**config.mk**
```make
export PLATFORM = sky130hd
export DESIGN_NAME = sha256_stream_hasher
export DESIGN_NICKNAME = d
export VERILOG_FILES = /design/src/rtl/sha_pkg.sv /design/src/rtl/sha_item_fifo.sv /design/src/rtl/sha_core.sv /design/src/rtl/sha_front.sv /design/src/rtl/sha256_stream_hasher.sv
export SDC_FILE = /design/constraint.sdc
export NUM_CORES = 2
export LEC_CHECK = 0
export BUFFER_PORTS_ARGS = -buffer_cell sky130_fd_sc_hd__buf_2
export CELL_PAD_IN_SITES_DETAIL_PLACEMENT = 2
export CELL_PAD_IN_SITES_GLOBAL_PLACEMENT = 2
export CORE_UTILIZATION = 45
export DETAILED_ROUTE_END_ITERATION = 8
export PLACE_DENSITY_LB_ADDON = 0.1
export SYNTH_ARGS = -nofsm -noshare
export SYNTH_HDL_FRONTEND = slang
export SYNTH_HIERARCHICAL = 1
export SYNTH_SLANG_ARGS = --single-unit
```
**constraint.sdc**
```tcl
create_clock -name clock -period 17.5 [get_ports clock]
set_clock_uncertainty 0.1 [all_clocks]
set_input_delay 1.75 -clock clock [delete_from_list [all_inputs] [get_ports clock]]
set_output_delay 1.75 -clock clock [all_outputs]
set_load 0.02 [all_outputs]
```
**src/rtl/sha_pkg.sv**
```systemverilog
// Package with SHA-256 constants, types and round functions.
`timescale 1ns / 1ps
package sha_pkg;
   localparam logic [7:0] PadByte = 8'h80;

   typedef struct packed {
      logic [7:0] data_byte;
      logic       byte_present;
      logic       end_of_message;
   } item_type;

   typedef enum logic [2:0] {
      ST_IDLE, ST_LOAD, ST_DRAIN, ST_ROUND, ST_ADD, ST_EMIT
   } core_state_type;

   function automatic logic [31:0] round_k(input logic [5:0] i);
      logic [31:0] k [64];
      k = '{
         32'h428a2f98,32'h71374491,32'hb5c0fbcf,32'he9b5dba5,32'h3956c25b,32'h59f111f1,
         32'h923f82a4,32'hab1c5ed5,32'hd807aa98,32'h12835b01,32'h243185be,32'h550c7dc3,
         32'h72be5d74,32'h80deb1fe,32'h9bdc06a7,32'hc19bf174,32'he49b69c1,32'hefbe4786,
         32'h0fc19dc6,32'h240ca1cc,32'h2de92c6f,32'h4a7484aa,32'h5cb0a9dc,32'h76f988da,
         32'h983e5152,32'ha831c66d,32'hb00327c8,32'hbf597fc7,32'hc6e00bf3,32'hd5a79147,
         32'h06ca6351,32'h14292967,32'h27b70a85,32'h2e1b2138,32'h4d2c6dfc,32'h53380d13,
         32'h650a7354,32'h766a0abb,32'h81c2c92e,32'h92722c85,32'ha2bfe8a1,32'ha81a664b,
         32'hc24b8b70,32'hc76c51a3,32'hd192e819,32'hd6990624,32'hf40e3585,32'h106aa070,
         32'h19a4c116,32'h1e376c08,32'h2748774c,32'h34b0bcb5,32'h391c0cb3,32'h4ed8aa4a,
         32'h5b9cca4f,32'h682e6ff3,32'h748f82ee,32'h78a5636f,32'h84c87814,32'h8cc70208,
         32'h90befffa,32'ha4506ceb,32'hbef9a3f7,32'hc67178f2};
      return k[i];
   endfunction

   function automatic logic [31:0] init_hash(input logic [2:0] i);
      logic [31:0] h [8];
      h = '{32'h6a09e667,32'hbb67ae85,32'h3c6ef372,32'ha54ff53a,
            32'h510e527f,32'h9b05688c,32'h1f83d9ab,32'h5be0cd19};
      return h[i];
   endfunction

   function automatic logic [31:0] ror(input logic [31:0] x, input int r);
      return (x >> r) | (x << (32 - r));
   endfunction
endpackage

```
**src/rtl/sha_item_fifo.sv**
```systemverilog
// Short queue of input items between the front and the compression core.
`timescale 1ns / 1ps
module sha_item_fifo (
   input  logic              clock,
   input  logic              reset,
   input  logic              push,
   input  sha_pkg::item_type push_item,
   output logic              full,
   input  logic              pop,
   output sha_pkg::item_type pop_item,
   output logic              empty
);
   import sha_pkg::*;
   item_type   mem_ff [4];
   logic [1:0] wr_ff, rd_ff;
   logic [2:0] cnt_ff;

   assign full     = cnt_ff[2];
   assign empty    = (cnt_ff == 3'd0);
   assign pop_item = mem_ff[rd_ff];

   always_ff @(posedge clock) begin
      if (push && !full) mem_ff[wr_ff] <= push_item;
      if (reset) begin
         wr_ff  <= '0;
         rd_ff  <= '0;
         cnt_ff <= '0;
      end else begin
         if (push && !full) wr_ff <= wr_ff + 2'd1;
         if (pop && !empty) rd_ff <= rd_ff + 2'd1;
         cnt_ff <= cnt_ff + {2'd0, push && !full} - {2'd0, pop && !empty};
      end
   end
endmodule

```
**src/rtl/sha_core.sv**
```systemverilog
// Back part: block buffer, padding, 64-round compression and digest output.
`timescale 1ns / 1ps
module sha_core (
   input  logic              clock,
   input  logic              reset,
   input  logic              in_valid,
   input  sha_pkg::item_type in_item,
   output logic              in_take,
   output logic [63:0]       rsp_digest_word,
   output logic [1:0]        rsp_word_index,
   output logic              rsp_last_word,
   output logic              rsp_empty,
   input  logic              rsp_pop
);
   import sha_pkg::*;
   core_state_type state_ff, state_in;
   logic [7:0]  blk_ff [64];
   logic [5:0]  fill_ff;
   logic [63:0] bits_ff;
   logic [31:0] h_ff [8];
   logic [31:0] v_ff [8];
   logic [31:0] w_ff [16];
   logic [5:0]  rnd_ff;
   logic        last_ff, second_ff, next_pad_ff;
   logic [1:0]  widx_ff;
   logic [5:0]  ld_ff;
   logic [5:0]  ld_pos_ff;
   logic        ld_valid_ff;
   logic        pad_mode_ff, pad80_ff, len_ff;
   logic [5:0]  pfill_ff;
   logic [7:0]  rd_byte_ff;
   logic [7:0]  ld_byte;
   logic        do_final, full_block;
   logic [5:0]  pend;
   logic [31:0] s0, s1, wn, t1, t2;

   assign in_take    = (state_ff == ST_IDLE) && in_valid;
   assign do_final   = in_item.end_of_message;
   assign full_block = in_item.byte_present && (fill_ff == 6'd63);
   assign pend       = fill_ff + {5'd0, in_item.byte_present};

   always_comb begin
      s0 = ror(w_ff[1], 7) ^ ror(w_ff[1], 18) ^ (w_ff[1] >> 3);
      s1 = ror(w_ff[14], 17) ^ ror(w_ff[14], 19) ^ (w_ff[14] >> 10);
      wn = w_ff[0] + s0 + w_ff[9] + s1;
      t1 = v_ff[7] + (ror(v_ff[4], 6) ^ ror(v_ff[4], 11) ^ ror(v_ff[4], 25))
           + ((v_ff[4] & v_ff[5]) ^ (~v_ff[4] & v_ff[6])) + round_k(rnd_ff) + w_ff[0];
      t2 = (ror(v_ff[0], 2) ^ ror(v_ff[0], 13) ^ ror(v_ff[0], 22))
           + ((v_ff[0] & v_ff[1]) ^ (v_ff[0] & v_ff[2]) ^ (v_ff[1] & v_ff[2]));
   end

   always_comb begin
      state_in = state_ff;
      unique case (state_ff)
         ST_IDLE:  if (in_valid && (full_block || do_final)) state_in = ST_LOAD;
         ST_LOAD:  if (ld_ff == 6'd63) state_in = ST_DRAIN;
         ST_DRAIN: state_in = ST_ROUND;
         ST_ROUND: if (rnd_ff == 6'd63) state_in = ST_ADD;
         ST_ADD:   state_in = second_ff ? ST_LOAD : (last_ff ? ST_EMIT : ST_IDLE);
         ST_EMIT:  if (rsp_pop && widx_ff == 2'd3) state_in = ST_IDLE;
         default:  state_in = ST_IDLE;
      endcase
   end

   always_comb begin
      rsp_empty       = (state_ff != ST_EMIT);
      rsp_word_index  = widx_ff;
      rsp_last_word   = (widx_ff == 2'd3);
      rsp_digest_word = {h_ff[{widx_ff, 1'b0}], h_ff[{widx_ff, 1'b1}]};
   end

   // Load reads one byte per cycle; the read is registered before it feeds w.
   always_ff @(posedge clock) begin
      rd_byte_ff <= blk_ff[ld_ff];
      ld_pos_ff  <= ld_ff;
      if (in_take && in_item.byte_present)
         blk_ff[fill_ff] <= in_item.data_byte;
      if (reset) begin
         state_ff    <= ST_IDLE;
         fill_ff     <= '0;
         bits_ff     <= '0;
         widx_ff     <= '0;
         ld_ff       <= '0;
         rnd_ff      <= '0;
         last_ff     <= 1'b0;
         second_ff   <= 1'b0;
         next_pad_ff <= 1'b0;
         ld_valid_ff <= 1'b0;
         pad_mode_ff <= 1'b0;
         pad80_ff    <= 1'b0;
         len_ff      <= 1'b0;
         pfill_ff    <= '0;
         for (int i = 0; i < 8; i++) h_ff[i] <= init_hash(3'(i));
      end else begin
         state_ff <= state_in;
         unique case (state_ff)
            ST_IDLE: if (in_valid) begin
               if (in_item.byte_present) begin
                  fill_ff <= fill_ff + 6'd1;
                  bits_ff <= bits_ff + 64'd8;
               end
               ld_ff <= '0;
               ld_valid_ff <= 1'b0;
               last_ff <= do_final;
               if (full_block) begin
                  // A final item that fills the block needs a block with the pad byte.
                  pad_mode_ff <= 1'b0;
                  second_ff <= do_final;
                  next_pad_ff <= 1'b1;
               end else begin
                  pad_mode_ff <= 1'b1;
                  pfill_ff <= pend;
                  pad80_ff <= 1'b1;
                  len_ff <= (pend < 6'd56);
                  second_ff <= (pend > 6'd55);
                  next_pad_ff <= 1'b0;
               end
            end
            ST_LOAD: begin
               ld_ff <= ld_ff + 6'd1;
               ld_valid_ff <= 1'b1;
               rnd_ff <= '0;
               for (int i = 0; i < 8; i++) v_ff[i] <= h_ff[i];
            end
            ST_DRAIN: ld_valid_ff <= 1'b0;
            ST_ROUND: begin
               rnd_ff <= rnd_ff + 6'd1;
               v_ff[7] <= v_ff[6]; v_ff[6] <= v_ff[5]; v_ff[5] <= v_ff[4];
               v_ff[4] <= v_ff[3] + t1;
               v_ff[3] <= v_ff[2]; v_ff[2] <= v_ff[1]; v_ff[1] <= v_ff[0];
               v_ff[0] <= t1 + t2;
            end
            ST_ADD: begin
               for (int i = 0; i < 8; i++) h_ff[i] <= h_ff[i] + v_ff[i];
               fill_ff <= '0;
               ld_ff <= '0;
               widx_ff <= '0;
               if (second_ff) begin
                  // The follow-up block holds zeros and the length, with the pad byte if due.
                  second_ff <= 1'b0;
                  pad_mode_ff <= 1'b1;
                  pfill_ff <= '0;
                  pad80_ff <= next_pad_ff;
                  len_ff <= 1'b1;
               end
            end
            ST_EMIT: if (rsp_pop) begin
               widx_ff <= widx_ff + 2'd1;
               if (widx_ff == 2'd3) begin
                  for (int i = 0; i < 8; i++) h_ff[i] <= init_hash(3'(i));
                  bits_ff <= '0;
                  fill_ff <= '0;
               end
            end
            default: ;
         endcase
      end
   end

   always_comb begin
      if (!pad_mode_ff) ld_byte = rd_byte_ff;
      else if (len_ff && ld_pos_ff >= 6'd56)
         ld_byte = bits_ff[{~ld_pos_ff[2:0], 3'b000} +: 8];
      else if (ld_pos_ff < pfill_ff) ld_byte = rd_byte_ff;
      else if (pad80_ff && ld_pos_ff == pfill_ff) ld_byte = PadByte;
      else ld_byte = 8'd0;
   end

   always_ff @(posedge clock) begin
      if ((state_ff == ST_LOAD || state_ff == ST_DRAIN) && ld_valid_ff) begin
         w_ff[ld_pos_ff[5:2]] <= {w_ff[ld_pos_ff[5:2]][23:0], ld_byte};
      end else if (state_ff == ST_ROUND) begin
         for (int i = 0; i < 15; i++) w_ff[i] <= w_ff[i + 1];
         w_ff[15] <= wn;
      end
   end
endmodule

```
**src/rtl/sha_front.sv**
```systemverilog
// Front part: takes input items, drops empty ones and queues the rest.
`timescale 1ns / 1ps
module sha_front (
   input  logic              clock,
   input  logic              reset,
   input  logic              req_push,
   input  logic [7:0]        req_data_byte,
   input  logic              req_byte_present,
   input  logic              req_end_of_message,
   output logic              req_full,
   input  logic              core_take,
   output logic              core_valid,
   output sha_pkg::item_type core_item
);
   import sha_pkg::*;
   item_type it;
   logic     useful, q_empty;
   assign it     = '{data_byte: req_data_byte, byte_present: req_byte_present,
                     end_of_message: req_end_of_message};
   assign useful = req_byte_present || req_end_of_message;
   assign core_valid = !q_empty;
   sha_item_fifo u_fifo (
      .clock, .reset, .push(req_push && useful), .push_item(it), .full(req_full),
      .pop(core_take), .pop_item(core_item), .empty(q_empty));
endmodule

```
**src/rtl/sha256_stream_hasher.sv**
```systemverilog
// SHA-256 stream hasher: top level.
// An item waiting in the queue is taken by the core whenever the core is idle.
// A block is loaded, drained, put through the 64 rounds and added into the hash.
// A final item's first digest word appears once its block is done, or once a second block
// is done when padding needs one; one word then leaves per pop.
// Throughput: one byte per cycle until a block fills or a message ends; the 4-entry queue then holds input off.
// Reset: synchronous, restores initial hash values and clears counters.
`timescale 1ns / 1ps
module sha256_stream_hasher (
   input  logic        clock,
   input  logic        reset,
   input  logic        req_push,
   input  logic [7:0]  req_data_byte,
   input  logic        req_byte_present,
   input  logic        req_end_of_message,
   output logic        req_full,
   output logic        rsp_empty,
   input  logic        rsp_pop,
   output logic [63:0] rsp_digest_word,
   output logic [1:0]  rsp_word_index,
   output logic        rsp_last_word
);
   import sha_pkg::*;
   item_type item;
   logic     valid, take;
   sha_front u_front (
      .clock, .reset, .req_push, .req_data_byte, .req_byte_present, .req_end_of_message,
      .req_full, .core_take(take), .core_valid(valid), .core_item(item));
   sha_core u_core (
      .clock, .reset, .in_valid(valid), .in_item(item), .in_take(take),
      .rsp_digest_word, .rsp_word_index, .rsp_last_word, .rsp_empty, .rsp_pop);
endmodule

```
==> flow_summary_export.csv <==
group,metric,value,unit
worst_setup_path,crit_required,17.97,ns
sta,setup_tns,0,ns
yosys,synth_edf_count,1448,
placed_design,dp_hpwl,268000,µm
detailed_routing,num_vias,72300,
yosys,synth_ff_type,"edfxtp_1",
power_and_ir_drop,peakVddDrop,0.151,mV
sta,finalCriticalPeriod,12.02,ns
yosys,synth.distinct_cells,93,
global_route,grt_pass1_vias,77900,
worst_setup_path,worstSetupStartpointType,"flop",
power_and_ir_drop,pwr_density_cell,185,nW/µm²
global_route,grt_antenna_before_repair,19,
yosys,synth.net_count,8977,
yosys,synth_area_leaders,"edfxtp_1, mux4_2, ha_1",
floorplan,die_area,220000,µm²
yosys,ys_ff_latch,1698,
yosys,postSynthAreaPerCell,11.7,µm²
worst_setup_path,crit_path_frequent_cell,"o21ai_0",
detailed_routing,wirelength,384000,µm
floorplan,num_rows,170,
sta,worst_slack,5.48,ns
sta,final_hold_viol_count,0,
status,outcome,"complete, no violations",
global_route,grt_use_total,34.8,%
clock_network,clk_latency,0.90,ns
placed_design,gp_congestion,0.930,
yosys,synthArstFlopShare,0,%
floorplan,fp.dieW,469,µm
detailed_routing,dr.pass1.iters,5,
global_route,grt_max_degree,142,
cells_and_area,num-fill-cells,21000,
floorplan,core,215000,µm²
floorplan,boundaryPins,83,
power_and_ir_drop,p_leak,40.0,nW
cells_and_area,area_growth,10.1,%
clock_network,root_buffer,"clkbuf_16",
sta,slew_headroom,7.96,%
clock_network,cts_setup_buffers,0,
cells_and_area,final_util,50.1,%
yosys,synth_warnings,6,
clock_network,numCtsBuffers,193,
worst_setup_path,crit_type,"flop to flop",
yosys,netlist.area_leader.share,44.3,%
power_and_ir_drop,p_total,0.0200,W
detailed_routing,avgViaCountPerCell,6.40,
yosys,synth_area_leader_cell,"edfxtp_1",
floorplan,dieHeight,469,µm
clock_network,postCtsHoldBufs,0,
clock_network,htreeDepth,4,
sta,setup-violations-final,0,
global_route,gr-total-overflow,0,
clock_network,clkTransAtPathRegs,0.06,ns
cells_and_area,final_nets,8886,
sta,period_share,68.7,%
yosys,synth_area,98100,µm²
detailed_routing,drc,0,
clock_network,clockBufferDepth,3,
clock_network,postCtsResizedCells,0,
worst_setup_path,end_kind,"flop",
worst_setup_path,crit_slowest_cell,"ha_1",
worst_setup_path,critPathArrivalTime,12.49,ns
sta,slew_violations,0,
placed_design,dpl-instance-area,101000,µm²
detailed_routing,drtIter0Drc,6121,
placed_design,port_buffers,82,
sta,max_slew.worst_pin.slew,1.38,ns
yosys,synthCells,8359,
min_path,hold_class,"flop to flop",
clock_network,tritoncts,"yes",
cells_and_area,fin_area,108000,µm²
run,cap_violations,0,
global_route,grt_pass1_wl,554000,µm
sta,rsz0062_at_grt,"false",
detailed_routing,wl_per_cell,34.0,µm
worst_setup_path,cp_max_fo,25,
clock_network,clock-sinks,1698,
sta,fmax,83.2,MHz
cells_and_area,layout-drive-gt1-share,11.6,%
floorplan,initial_core_util,45.5,%
detailed_routing,postRouteAntennaNets,0,
worst_setup_path,slowest_delay,0.85,ns
placed_design,place_ws,5.70,ns
yosys,yosysSeqAreaShare,49.4,%
-- path summary, 6_finish.rpt --
| path | slack (ns) | depth (start not counted) | startpoint | to |
|---|---|---|---|---|
| worst max-delay path | 5.48 | 38 | u_core/rnd_ff[0] | u_core/v_ff[0][31] |
| worst min-delay path | 0.38 | 1 | u_core/pfill_ff[1] | u_core/pfill_ff[1] |
| worst min register to register | 0.38 | 1 | u_core/pfill_ff[1] | u_core/pfill_ff[1] |
| worst max register to register | 5.48 | 38 | u_core/rnd_ff[0] | u_core/v_ff[0][31] |
-- flip-flops by register name, indices dropped and copies added, names as in the netlist, 8 cells and up, named ones only --
name	flops
u_core/blk_ff	512
u_core/w_ff	512
u_core/h_ff	256
u_core/v_ff	256
u_core/bits_ff	61
u_front/u_fifo/mem_ff	40
u_core/rd_byte_ff	8
-- cells in the mapped netlist, types with 46 or more instances --
master / number
edfxtp_1: 1448
nand3_1: 128
o21a_1: 54
or3_1: 46
a21o_1: 674
nor2b_1: 50
buf_1: 75
fa_1: 196
inv_1: 328
clkbuf_1: 404
nor3_1: 109
a211oi_1: 60
nand2_1: 1052
xnor2_1: 397
mux4_2: 367
a21oi_1: 436
nand2b_1: 72
o21bai_1: 46
nor2_1: 454
dfxtp_1: 250
xor2_1: 219
ha_1: 408
o21ai_0: 449
and2_1: 47
o211ai_1: 49
-- power breakdown --
part           switching, W  internal (W)
clock               0.00187       0.00240
combinational       0.00663       0.00405
sequential         0.000245       0.00483
total               0.00874        0.0113
-- area by class of cell --
type	instances	area (µm²)	area share [%]
Sequential cell	1698	48500	45.0
Multi-Input combinational cell	5842	46700	43.3
Clock buffer	255	5210	4.83
Tap cell	2838	3550	3.29
Timing Repair Buffer	203	1340	1.25
Clock inverter	112	1330	1.23
Inverter	330	1240	1.15
Antenna cell	7	17.5	0.0162
-- critical path, delay by kind of cell, from the launching register on --
kind / cells / cell delay [ns]
xor+xnor: 2 / 0.59
simple gates: 4 / 0.68
fa+ha+maj: 8 / 3.91
flops: 1 / 0.31
compound gates: 18 / 5.11
buf+inv: 6 / 1.01
-- placed cells by master (no fill, tap or decap), types with 30 or more instances in the layout --
cell type / netlist / routed
a21o_1: 674 / 674
and2_1: 47 / 45
xnor2_1: 397 / 397
clkinv_1: 1 / 37
nand2b_1: 72 / 70
o21a_1: 54 / 54
a31oi_1: 45 / 44
nor2b_1: 50 / 50
nand3_1: 128 / 128
buf_2: 4 / 82
and3_1: 36 / 36
mux4_2: 367 / 372
nor2_1: 454 / 450
nand2_1: 1052 / 1049
dfxtp_1: 250 / 237
xor2_1: 219 / 219
fa_1: 196 / 196
edfxtp_1: 1448 / 1448
a211oi_1: 60 / 60
o21bai_1: 46 / 46
clkbuf_16: 0 / 194
mux2i_1: 31 / 31
buf_4: 1 / 119
o211ai_1: 49 / 49
inv_1: 328 / 326
clkbuf_1: 404 / 48
ha_1: 408 / 408
nor3_1: 109 / 109
o21ai_0: 449 / 433
clkinv_2: 0 / 36
o31ai_1: 30 / 30
a21oi_1: 436 / 435
nand4_1: 32 / 32
or3_1: 46 / 46
-- layer usage --
layer,vias up,track usage [%],share of wire (%)
met5,-,0,0.021
met4,12,13.5,4.3
met3,685,4.36,5.5
met2,2555,59.2,49
met1,38400,45.1,41
li1,30600,-,-
-- stage by stage --
stage | instances | hold slack, ns
floorplan | 8359 | 0.229
global placement | 10900 | 0.369
detailed placement | 10900 | 0.356
CTS | 11300 | 0.379
global route | 11300 | 0.406
finish | 11300 | 0.380
-- cells by family (layout without fill, tap and decap cells) --
family	after synthesis	after routing	share of synthesized area (%)
AO/OA/AOI/OAI	2062	2062	13.7
XOR/XNOR	616	616	5.50
adder cells (fa/ha/maj)	608	608	9.25
buffers and inverters	819	900	3.17
flip-flops	1698	1698	49.4
multiplexers	434	434	9.31
other	0	7	0
AND/OR/NAND/NOR	2122	2122	9.59
No activity file was read; power rests on OpenSTA's default activity.
